$ cat config.mk
export PLATFORM = sky130hd
export DESIGN_NAME = lcg_jump_ahead_generator
export DESIGN_NICKNAME = d
export VERILOG_FILES = /design/src/rtl/lja_pkg.sv /design/src/rtl/lja_mac.sv /design/src/rtl/lja_mod.sv /design/src/rtl/lcg_jump_ahead_generator.sv
export SDC_FILE = /design/constraint.sdc
export NUM_CORES = 2
export LEC_CHECK = 0
export BUFFER_PORTS_ARGS = -buffer_cell sky130_fd_sc_hd__clkbuf_2
export CORE_MARGIN = 2
export CORE_UTILIZATION = 60
export DETAILED_ROUTE_END_ITERATION = 16
export PLACE_DENSITY = 0.77
export SETUP_SLACK_MARGIN = 0.5
export SLEW_MARGIN = 40
export SYNTH_ARGS = -nofsm -noshare
export SYNTH_HDL_FRONTEND = slang
export SYNTH_SLANG_ARGS = --single-unit
$ cat constraint.sdc
create_clock -name clk -period 21.4 [get_ports clk]
set_input_delay 2.14 -clock clk [delete_from_list [all_inputs] [get_ports clk]]
set_output_delay 2.14 -clock clk [all_outputs]
set_load 0.005 [all_outputs]
$ cat src/rtl/lja_pkg.sv
`default_nettype none
package lja_pkg;

	localparam int STATE_W     = 64;
	localparam int DRAWN_W     = 7;
	localparam int REG_IDX_W   = 2;
	localparam int MAX_REJECTS = 64;

	localparam logic [STATE_W-1:0] MULT_RESET = 64'd6364136223846793005;
	localparam logic [STATE_W-1:0] INC_RESET  = 64'd1442695040888963407;

	typedef enum logic [1:0] {
		CMD_LOAD = 2'd0,
		CMD_JUMP = 2'd1,
		CMD_STEP = 2'd2,
		CMD_DRAW = 2'd3
	} lja_cmd_t;

	typedef enum logic [REG_IDX_W-1:0] {
		REG_MULTIPLIER = 2'd0,
		REG_INCREMENT  = 2'd1,
		REG_UNBIASED   = 2'd2
	} lja_reg_t;

	typedef enum logic [3:0] {
		ST_IDLE,
		ST_JBIT,
		ST_ACC_MUL,
		ST_ACC_ADD,
		ST_POW_ADD,
		ST_POW_MUL,
		ST_APPLY,
		ST_ADVANCE,
		ST_CHECK,
		ST_MAP,
		ST_REPLY
	} lja_fsm_t;

	typedef struct packed {
		logic [1:0]         command;
		logic [STATE_W-1:0] operand;
	} lja_in_t;

	typedef struct packed {
		logic [STATE_W-1:0] state_value;
		logic [DRAWN_W-1:0] drawn_number;
	} lja_out_t;

	typedef struct packed {
		logic               go;
		logic [STATE_W-1:0] a;
		logic [STATE_W-1:0] b;
		logic [STATE_W-1:0] c;
	} lja_mac_req_t;

	typedef struct packed {
		logic               done;
		logic [STATE_W-1:0] value;
	} lja_mac_rsp_t;

	typedef struct packed {
		logic               go;
		logic [STATE_W-1:0] value;
	} lja_mod_req_t;

	typedef struct packed {
		logic               done;
		logic [DRAWN_W-1:0] drawn;
	} lja_mod_rsp_t;

endpackage
`default_nettype wire

$ cat src/rtl/lja_mac.sv
`default_nettype none
module lja_mac (
	input  wire logic              clk,
	input  wire logic              arst_n,
	input  wire lja_pkg::lja_mac_req_t req,
	output lja_pkg::lja_mac_rsp_t  rsp
);

	localparam int W    = lja_pkg::STATE_W;
	localparam int HALF = W / 2;

	logic [W-1:0]    a_q, b_q, acc_q, prod_q;
	logic [1:0]      phase_q;
	logic            run_q, done_q;
	logic [HALF-1:0] mul_a, mul_b;
	logic [W-1:0]    prod;

	always_comb begin
		mul_a = (phase_q == 2'd2) ? a_q[W-1:HALF] : a_q[HALF-1:0];
		mul_b = (phase_q == 2'd1) ? b_q[W-1:HALF] : b_q[HALF-1:0];
		prod  = mul_a * mul_b;
	end

	always_ff @(posedge clk or negedge arst_n) begin
		if (!arst_n) begin
			run_q   <= 1'b0;
			done_q  <= 1'b0;
			phase_q <= 2'd0;
		end else begin
			done_q <= 1'b0;
			if (req.go) begin
				run_q   <= 1'b1;
				phase_q <= 2'd0;
			end else if (run_q) begin
				phase_q <= phase_q + 2'd1;
				if (phase_q == 2'd3) begin
					run_q  <= 1'b0;
					done_q <= 1'b1;
				end
			end
		end
	end

	always_ff @(posedge clk) begin
		if (req.go) begin
			a_q   <= req.a;
			b_q   <= req.b;
			acc_q <= req.c;
		end else if (run_q) begin
			prod_q <= prod;
			case (phase_q)
				2'd0: acc_q <= acc_q;
				2'd1: acc_q <= acc_q + prod_q;
				2'd2: acc_q <= acc_q + {prod_q[HALF-1:0], {HALF{1'b0}}};
				2'd3: acc_q <= acc_q + {prod_q[HALF-1:0], {HALF{1'b0}}};
				default: acc_q <= acc_q;
			endcase
		end
	end

	assign rsp.done  = done_q;
	assign rsp.value = acc_q;

endmodule
`default_nettype wire

$ cat src/rtl/lja_mod.sv
`default_nettype none
module lja_mod #(
	parameter int MAP_RANGE = 80
) (
	input  wire logic              clk,
	input  wire logic              arst_n,
	input  wire lja_pkg::lja_mod_req_t req,
	output lja_pkg::lja_mod_rsp_t  rsp
);

	localparam int W      = lja_pkg::STATE_W;
	localparam int DW     = lja_pkg::DRAWN_W;
	localparam int NB     = W / 8;
	localparam int FOLD_W = 19;
	localparam int PROD_W = 2 * FOLD_W + 1;
	localparam int SHIFT  = FOLD_W + $clog2(MAP_RANGE);
	localparam int SUM_W  = 9;
	localparam logic [FOLD_W:0] RECIP =
		(FOLD_W + 1)'(((64'd1 << SHIFT) + 64'(MAP_RANGE) - 64'd1) / 64'(MAP_RANGE));
	localparam logic [FOLD_W-1:0] RANGE_F = FOLD_W'(MAP_RANGE);
	localparam logic [1:0]        LAST    = 2'd2;

	// weight of byte i is 2^(8*i) mod MAP_RANGE
	function automatic logic [W-1:0] byte_weights();
		logic [W-1:0] wv;
		logic [15:0]  k;
		wv = '0;
		k  = 16'd1;
		for (int i = 0; i < NB; i++) begin
			wv[8*i +: 8] = k[7:0];
			k = (k * 16'd256) % 16'(MAP_RANGE);
		end
		return wv;
	endfunction

	localparam logic [W-1:0] WEIGHTS = byte_weights();

	logic [W-1:0]      val_q;
	logic [FOLD_W-1:0] fold, fold_q, quot, quot_q, rem;
	logic [PROD_W-1:0] prod;
	logic [SUM_W-1:0]  sum;
	logic [1:0]        step_q;
	logic              run_q, done_q;
	logic [DW-1:0]     drawn_q;

	always_comb begin
		fold = '0;
		for (int i = 0; i < NB; i++)
			fold = fold + FOLD_W'(val_q[8*i +: 8]) * FOLD_W'(WEIGHTS[8*i +: 8]);
		prod = PROD_W'(fold_q) * PROD_W'(RECIP);
		quot = FOLD_W'(prod >> SHIFT);
		rem  = fold_q - quot_q * RANGE_F;
		sum  = SUM_W'(rem) + SUM_W'(1);
	end

	always_ff @(posedge clk or negedge arst_n) begin
		if (!arst_n) begin
			run_q  <= 1'b0;
			done_q <= 1'b0;
			step_q <= 2'd0;
		end else begin
			done_q <= 1'b0;
			if (req.go) begin
				run_q  <= 1'b1;
				step_q <= 2'd0;
			end else if (run_q) begin
				step_q <= step_q + 2'd1;
				if (step_q == LAST) begin
					run_q  <= 1'b0;
					done_q <= 1'b1;
				end
			end
		end
	end

	always_ff @(posedge clk) begin
		if (req.go) begin
			val_q <= req.value;
		end else if (run_q) begin
			case (step_q)
				2'd0:    fold_q  <= fold;
				2'd1:    quot_q  <= quot;
				default: drawn_q <= sum[DW-1:0];
			endcase
		end
	end

	assign rsp.done  = done_q;
	assign rsp.drawn = drawn_q;

endmodule
`default_nettype wire

$ cat src/rtl/lcg_jump_ahead_generator.sv
`default_nettype none
// 64-bit LCG with jump-ahead. Raise start while busy is low to issue one command;
// the result appears on result for exactly one cycle with done high, and must be
// taken then, since the block cannot be stalled. The multiplies run through one
// multiply-add unit that forms a 64-bit product from three 32x32 partial products;
// a small fold and reciprocal unit reduces a drawn raw value modulo MAP_RANGE and
// adds one. A jump walks the count bits from the lowest: each set bit folds the
// current power into the accumulated transform, each bit below the highest set bit
// also updates the power, and the accumulated transform is then applied to the
// state. A draw steps the state and, in unbiased mode, steps again for each raw
// value above LIMIT, for at most 64 rejections, before mapping the value.
module lcg_jump_ahead_generator #(
	parameter int MAP_RANGE = 80
) (
	input  wire logic                            clk,
	input  wire logic                            arst_n,
	input  wire logic                            start,
	output logic                                 busy,
	input  wire lja_pkg::lja_in_t                request,
	output logic                                 done,
	output lja_pkg::lja_out_t                    result,
	input  wire logic                            cfg_we,
	input  wire logic [lja_pkg::REG_IDX_W-1:0]   cfg_index,
	input  wire logic [lja_pkg::STATE_W-1:0]     cfg_data
);

	localparam int W   = lja_pkg::STATE_W;
	localparam int DW  = lja_pkg::DRAWN_W;
	localparam int TRY_W = $clog2(lja_pkg::MAX_REJECTS + 1);
	localparam logic [W-1:0] ALL_ONES = {W{1'b1}};
	localparam logic [W-1:0] LIMIT = ALL_ONES - (ALL_ONES % W'(MAP_RANGE));
	localparam logic [TRY_W-1:0] TRY_MAX = TRY_W'(lja_pkg::MAX_REJECTS);

	lja_pkg::lja_fsm_t     fsm_q, fsm_d;
	lja_pkg::lja_mac_req_t mac_req;
	lja_pkg::lja_mac_rsp_t mac_rsp;
	lja_pkg::lja_mod_req_t mod_req;
	lja_pkg::lja_mod_rsp_t mod_rsp;

	logic [W-1:0]     gen_q, mul_q, inc_q;
	logic             unb_q;
	logic [W-1:0]     cnt_q, acc_mul_q, acc_add_q, pow_mul_q, pow_add_q;
	logic [TRY_W-1:0] tries_q;
	logic             draw_q, pend_q, pend_d, done_q;
	logic [DW-1:0]    drawn_q;
	lja_pkg::lja_out_t result_q;
	logic             accept, mac_fin, reject;

	assign accept  = start && (fsm_q == lja_pkg::ST_IDLE);
	assign mac_fin = pend_q && mac_rsp.done;
	assign reject  = unb_q && (gen_q > LIMIT) && (tries_q < TRY_MAX);

	always_comb begin
		fsm_d         = fsm_q;
		pend_d        = pend_q;
		mac_req.go    = 1'b0;
		mac_req.a     = mul_q;
		mac_req.b     = gen_q;
		mac_req.c     = inc_q;
		mod_req.go    = 1'b0;
		mod_req.value = gen_q;
		case (fsm_q)
			lja_pkg::ST_ACC_MUL: begin
				mac_req.a = acc_mul_q;
				mac_req.b = pow_mul_q;
				mac_req.c = '0;
			end
			lja_pkg::ST_ACC_ADD: begin
				mac_req.a = pow_mul_q;
				mac_req.b = acc_add_q;
				mac_req.c = pow_add_q;
			end
			lja_pkg::ST_POW_ADD: begin
				mac_req.a = pow_mul_q;
				mac_req.b = pow_add_q;
				mac_req.c = pow_add_q;
			end
			lja_pkg::ST_POW_MUL: begin
				mac_req.a = pow_mul_q;
				mac_req.b = pow_mul_q;
				mac_req.c = '0;
			end
			lja_pkg::ST_APPLY: begin
				mac_req.a = acc_mul_q;
				mac_req.b = gen_q;
				mac_req.c = acc_add_q;
			end
			default: begin
				mac_req.a = mul_q;
			end
		endcase
		case (fsm_q)
			lja_pkg::ST_IDLE: begin
				if (start) begin
					case (request.command)
						lja_pkg::CMD_LOAD: fsm_d = lja_pkg::ST_REPLY;
						lja_pkg::CMD_JUMP: fsm_d = lja_pkg::ST_JBIT;
						default:           fsm_d = lja_pkg::ST_ADVANCE;
					endcase
				end
			end
			lja_pkg::ST_JBIT: begin
				if (cnt_q == '0)
					fsm_d = lja_pkg::ST_APPLY;
				else if (cnt_q[0])
					fsm_d = lja_pkg::ST_ACC_MUL;
				else
					fsm_d = lja_pkg::ST_POW_ADD;
			end
			lja_pkg::ST_ACC_MUL, lja_pkg::ST_ACC_ADD, lja_pkg::ST_POW_ADD,
			lja_pkg::ST_POW_MUL, lja_pkg::ST_APPLY, lja_pkg::ST_ADVANCE: begin
				if (!pend_q) begin
					mac_req.go = 1'b1;
					pend_d     = 1'b1;
				end else if (mac_rsp.done) begin
					pend_d = 1'b0;
					case (fsm_q)
						lja_pkg::ST_ACC_MUL: fsm_d = lja_pkg::ST_ACC_ADD;
						lja_pkg::ST_ACC_ADD: fsm_d = (cnt_q[W-1:1] == '0) ?
							lja_pkg::ST_APPLY : lja_pkg::ST_POW_ADD;
						lja_pkg::ST_POW_ADD: fsm_d = lja_pkg::ST_POW_MUL;
						lja_pkg::ST_POW_MUL: fsm_d = lja_pkg::ST_JBIT;
						lja_pkg::ST_ADVANCE: fsm_d = draw_q ?
							lja_pkg::ST_CHECK : lja_pkg::ST_REPLY;
						default:             fsm_d = lja_pkg::ST_REPLY;
					endcase
				end
			end
			lja_pkg::ST_CHECK: begin
				if (reject) begin
					fsm_d = lja_pkg::ST_ADVANCE;
				end else begin
					mod_req.go = 1'b1;
					fsm_d      = lja_pkg::ST_MAP;
				end
			end
			lja_pkg::ST_MAP: begin
				if (mod_rsp.done)
					fsm_d = lja_pkg::ST_REPLY;
			end
			lja_pkg::ST_REPLY: fsm_d = lja_pkg::ST_IDLE;
			default:           fsm_d = lja_pkg::ST_IDLE;
		endcase
	end

	always_ff @(posedge clk or negedge arst_n) begin
		if (!arst_n) begin
			fsm_q  <= lja_pkg::ST_IDLE;
			pend_q <= 1'b0;
			done_q <= 1'b0;
			gen_q  <= '0;
			mul_q  <= lja_pkg::MULT_RESET;
			inc_q  <= lja_pkg::INC_RESET;
			unb_q  <= 1'b1;
		end else begin
			fsm_q  <= fsm_d;
			pend_q <= pend_d;
			done_q <= (fsm_q == lja_pkg::ST_REPLY);
			if (cfg_we) begin
				case (cfg_index)
					lja_pkg::REG_MULTIPLIER: mul_q <= cfg_data;
					lja_pkg::REG_INCREMENT:  inc_q <= cfg_data;
					lja_pkg::REG_UNBIASED:   unb_q <= cfg_data[0];
					default:                 unb_q <= unb_q;
				endcase
			end
			if (accept && (request.command == lja_pkg::CMD_LOAD))
				gen_q <= request.operand;
			else if (mac_fin && ((fsm_q == lja_pkg::ST_APPLY) ||
				(fsm_q == lja_pkg::ST_ADVANCE)))
				gen_q <= mac_rsp.value;
		end
	end

	always_ff @(posedge clk) begin
		if (accept) begin
			cnt_q     <= request.operand;
			acc_mul_q <= W'(1);
			acc_add_q <= '0;
			pow_mul_q <= mul_q;
			pow_add_q <= inc_q;
			tries_q   <= '0;
			draw_q    <= (request.command == lja_pkg::CMD_DRAW);
			drawn_q   <= '0;
		end
		if (mac_fin) begin
			case (fsm_q)
				lja_pkg::ST_ACC_MUL: acc_mul_q <= mac_rsp.value;
				lja_pkg::ST_ACC_ADD: acc_add_q <= mac_rsp.value;
				lja_pkg::ST_POW_ADD: pow_add_q <= mac_rsp.value;
				lja_pkg::ST_POW_MUL: begin
					pow_mul_q <= mac_rsp.value;
					cnt_q     <= {1'b0, cnt_q[W-1:1]};
				end
				default: cnt_q <= cnt_q;
			endcase
		end
		if ((fsm_q == lja_pkg::ST_CHECK) && reject)
			tries_q <= tries_q + TRY_W'(1);
		if ((fsm_q == lja_pkg::ST_MAP) && mod_rsp.done)
			drawn_q <= mod_rsp.drawn;
		if (fsm_q == lja_pkg::ST_REPLY) begin
			result_q.state_value  <= gen_q;
			result_q.drawn_number <= drawn_q;
		end
	end

	lja_mac u_mac (
		.clk    (clk),
		.arst_n (arst_n),
		.req    (mac_req),
		.rsp    (mac_rsp)
	);

	lja_mod #(
		.MAP_RANGE (MAP_RANGE)
	) u_mod (
		.clk    (clk),
		.arst_n (arst_n),
		.req    (mod_req),
		.rsp    (mod_rsp)
	);

	assign busy   = (fsm_q != lja_pkg::ST_IDLE);
	assign done   = done_q;
	assign result = result_q;

endmodule
`default_nettype wire

==> out/qor.txt <==
Status - finished, final reports clean
Buffers and inverters on the worst path - 7
Cells after Synth - 8168
CTS Buffer Depth - 3
Number of synthesized flops with an enable pin - 496
First-pass GRT wire length - 433000 um
Synth unique cells - 75
Fillers - 10.6k
Final worst slack - 10.77 ns
Final net count - 9820
Tightest Pin Transition - 0.949 ns
Drt drc - 0
Synthesized area per cell - 9.88 um2
Sequential fraction of the synthesis area - 0.313
Non-Filler Instances - 10.0k
Overflow after GRT - 0
Cell total after placement - 9849
Arr. time, crit path - 11.10 ns
Hold_buf cts - 0
Post-CTS Setup Inserts - 0
Avg WL per Cell - 29.3 um
Clock Latency Late Sink - 0.73 ns
Area of the multi-input gates - 0.0499 mm2
HPWL after DPL - 221000 um
# port buffers - 208
P&R area growth vs syn - 8.14%
CP top delay family - adder cells
Die area - 0.138 mm2
Final wirelength - 294000 um
Largest net degree at the start of global routing - 178
CP Class - register to register
Setup tns final - 0 ns
Worst endpoint required time - 21.86 ns
Async SR Flop Fraction - 0.216
Period utilization - 0.497
Critical path fanouts, max - 46
Clock root cell - clkbuf_16
DR vias - 65.9k
Hold Path Class - register to register
Vias in the first global route - 66.2k
Worst path depth - 30
Layout cells sized above 1 - 0.107
Relative slew slack - 0.368
CTS tree - yes
Initial core utilization - 0.605
CP most frequent cell - fa_1
Clock sink total - 959
Initial antenna violation count - 26
H-tree depth - 3
Die H - 371 um
Fin. Hold Viols - 0
Final setup violation count - 0
Worst Setup End Kind - register
RSZ-0062 raised after global routing - no
Post-Synthesis Cell Area - 0.0807 mm2
Clock-pin slew on the worst setup and hold paths - 0.06 ns
Io pins - 209
YS warnings - 0
DRT iter0 DRCs - 10.6k
Setup WS pre-CTS - 11.02 ns
Post-Route Skew - 0.0311 ns
First-pass iteration count of the detailed router - 10
Max incr delay on CP - 0.74 ns
Core Region - 0.133 mm2
Sequential Area - 0.0253 mm2
Max Cap Viol - 0
R2R depth - 30
Post-layout minimum cycle time - 10.63 ns
Net Count, Synth - 9805
Max Freq - 94.0 MHz
Yosys reg bits - 959
Top_reg_cell synth - edfxtp_1
Tot GR Track Use - 0.434
Num CTS Buffers - 93
ANT nets after route - 0
Placement Rows - 134
Horiz. Die Dim - 371 um
Pins over their slew limit - 0
Worst path slowest cell - a211oi_2
Worst Setup Start Kind - register
Gpl congestion - 1.05
Via density per instance - 6.56
Post-CTS Resized - 0
Hold Path Stages - 0
[path summary, 6_finish.rpt]
| check | start | end | slack, ns |
|---|---|---|---|
| max | u_mac.phase_q[0]$_DFFE_PN0N_ | u_mac.prod_q[63]$_DFFE_PP_ | 10.77 |
| min | drawn_q[5]$_SDFFCE_PN0P_ | result[5]$_DFFE_PP_ | 0.42 |
| max reg2reg | u_mac.phase_q[0]$_DFFE_PN0N_ | u_mac.prod_q[63]$_DFFE_PP_ | 10.77 |
| min reg2reg | drawn_q[5]$_SDFFCE_PN0P_ | result[5]$_DFFE_PP_ | 0.42 |
| max in group asynchronous | arst_n | gen_q[47]$_DFFE_PN0P_ | 18.22 |
| min in group asynchronous | arst_n | mul_q[17]$_DFFE_PN0P_ | 1.42 |
[per-stage QoR]
| stage | util | instance area (um2) | hold WS (ns) |
|---|---|---|---|
| floorplan | - | 80700 | 0.400 |
| global placement | 0.627 | 83700 | 0.401 |
| detailed placement | 0.629 | 84000 | 0.405 |
| CTS | 0.653 | 87200 | 0.421 |
| global route | 0.654 | 87300 | 0.425 |
| finish | 0.654 | 87300 | 0.420 |
[registers in the layout (all words and copies together) (netlist names), 2 cells and up]
| register | cells |
|---|---|
| acc_add_q | 64 |
| u_mac.prod_q | 64 |
| u_mod.step_q | 2 |
| cnt_q | 64 |
| u_mod.quot_q | 3 |
| pow_add_q | 64 |
| mul_q | 64 |
| u_mac.acc_q | 64 |
| u_mod.val_q | 64 |
| u_mac.a_q | 64 |
| drawn_q | 7 |
| result | 71 |
| acc_mul_q | 64 |
| fsm_q | 4 |
| tries_q | 7 |
| inc_q | 64 |
| gen_q | 64 |
| u_mod.drawn_q | 7 |
| u_mac.phase_q | 2 |
| pow_mul_q | 64 |
| u_mod.fold_q | 16 |
| u_mac.b_q | 64 |
[cells in the final DEF, fill, tap and decap left out, types with 19 or more instances in the layout]
cell and instances:
o21a_1 19, a222oi_1 171, and2_1 25, ha_1 487
clkbuf_1 19, a211oi_1 25, dfrtp_1 137, xor2_1 62
nand4_1 57, o21ai_0 115, a21o_1 87, buf_2 23
mux2_2 190, nor4_1 25, edfxtp_1 496, a22oi_1 59
nand3_1 43, fa_1 1012, dfxtp_1 256, a22o_1 129
inv_1 1177, a221oi_1 19, o21bai_1 37, clkbuf_2 207
xnor2_1 119, nand2_1 1172, nor2_1 921, a21oi_1 234
dfstp_2 69, mux2i_1 25, and3_1 22, a31oi_1 222
clkbuf_16 95, o22ai_1 31, nand2b_1 22, buf_4 118
mux2i_2 39
[cell type report]
cell class | count | area share
multi-input combinational | 5581 | 0.571
sequential | 959 | 0.290
inverter | 1182 | 0.0509
clock buffer | 121 | 0.0292
timing repair buffer | 366 | 0.0264
tap | 1768 | 0.0253
clock inverter | 55 | 0.00708
antenna | 13 | 0.000373
[worst reg2reg max path, delay by kind of cell, from the launching register on]
| family | cells | cell delay, ns |
|---|---|---|
| fa+ha+maj | 10 | 4.80 |
| compound gates | 7 | 2.37 |
| buf+inv | 7 | 1.50 |
| simple gates | 4 | 0.75 |
| flops | 1 | 0.45 |
| mux | 1 | 0.31 |
| xor+xnor | 1 | 0.18 |
[cell usage after synthesis, types with 8 or more instances]
cell type  number  area share
a21oi_1       235       0.015
dfstp_2        69       0.022
nor3_1         22      0.0014
nand3_1        44      0.0027
o21a_1         19      0.0018
a31oi_1       223       0.017
clkbuf_1      412       0.019
edfxtp_1      496        0.18
nor4_1         29      0.0022
and2_1         25      0.0019
buf_1          33      0.0015
inv_1        1179       0.055
dfrtp_1       138       0.043
xor2_1         65      0.0071
ha_1          489       0.076
o21bai_1       37      0.0034
nand2b_1       22      0.0017
o22ai_1        31      0.0024
and3_1         23      0.0018
a221oi_1       19      0.0021
nor2b_1        18      0.0014
o211ai_1       10     0.00093
o31ai_1        11      0.0010
a221o_1        12      0.0015
dfxtp_1       256       0.063
a22oi_1        59      0.0055
nor2_1        935       0.043
fa_1         1012        0.25
a222oi_1      171       0.021
a22o_1        129       0.014
o21ai_0       117      0.0073
a21boi_0        9     0.00084
or3_1           8     0.00062
a211oi_1       27      0.0025
mux2_2        190       0.027
xnor2_1       120       0.013
nand2_1      1176       0.055
nand4_1        57      0.0044
a21o_1         87      0.0081
or2_2           8     0.00062
mux2i_1        70      0.0087
[per-layer routing]
layer,track usage,up-vias,wire [um]
met5,0,-,280
met4,0.294,26,25300
met3,0.159,1121,45200
met2,0.605,4971,120000
met1,0.566,32700,103000
li1,-,27100,-
[cell families after synthesis]
| logic type | Yosys count | share of synthesized area |
|---|---|---|
| simple gates | 2385 | 0.119 |
| buf+inv | 1628 | 0.0757 |
| fa+ha+maj | 1501 | 0.327 |
| compound gates | 1250 | 0.110 |
| flops | 959 | 0.313 |
| mux | 260 | 0.0352 |
| xor+xnor | 185 | 0.0201 |
Power is not shown: default switching activity piles up to over one toggle a cycle in this logic, so the estimate is an artifact.
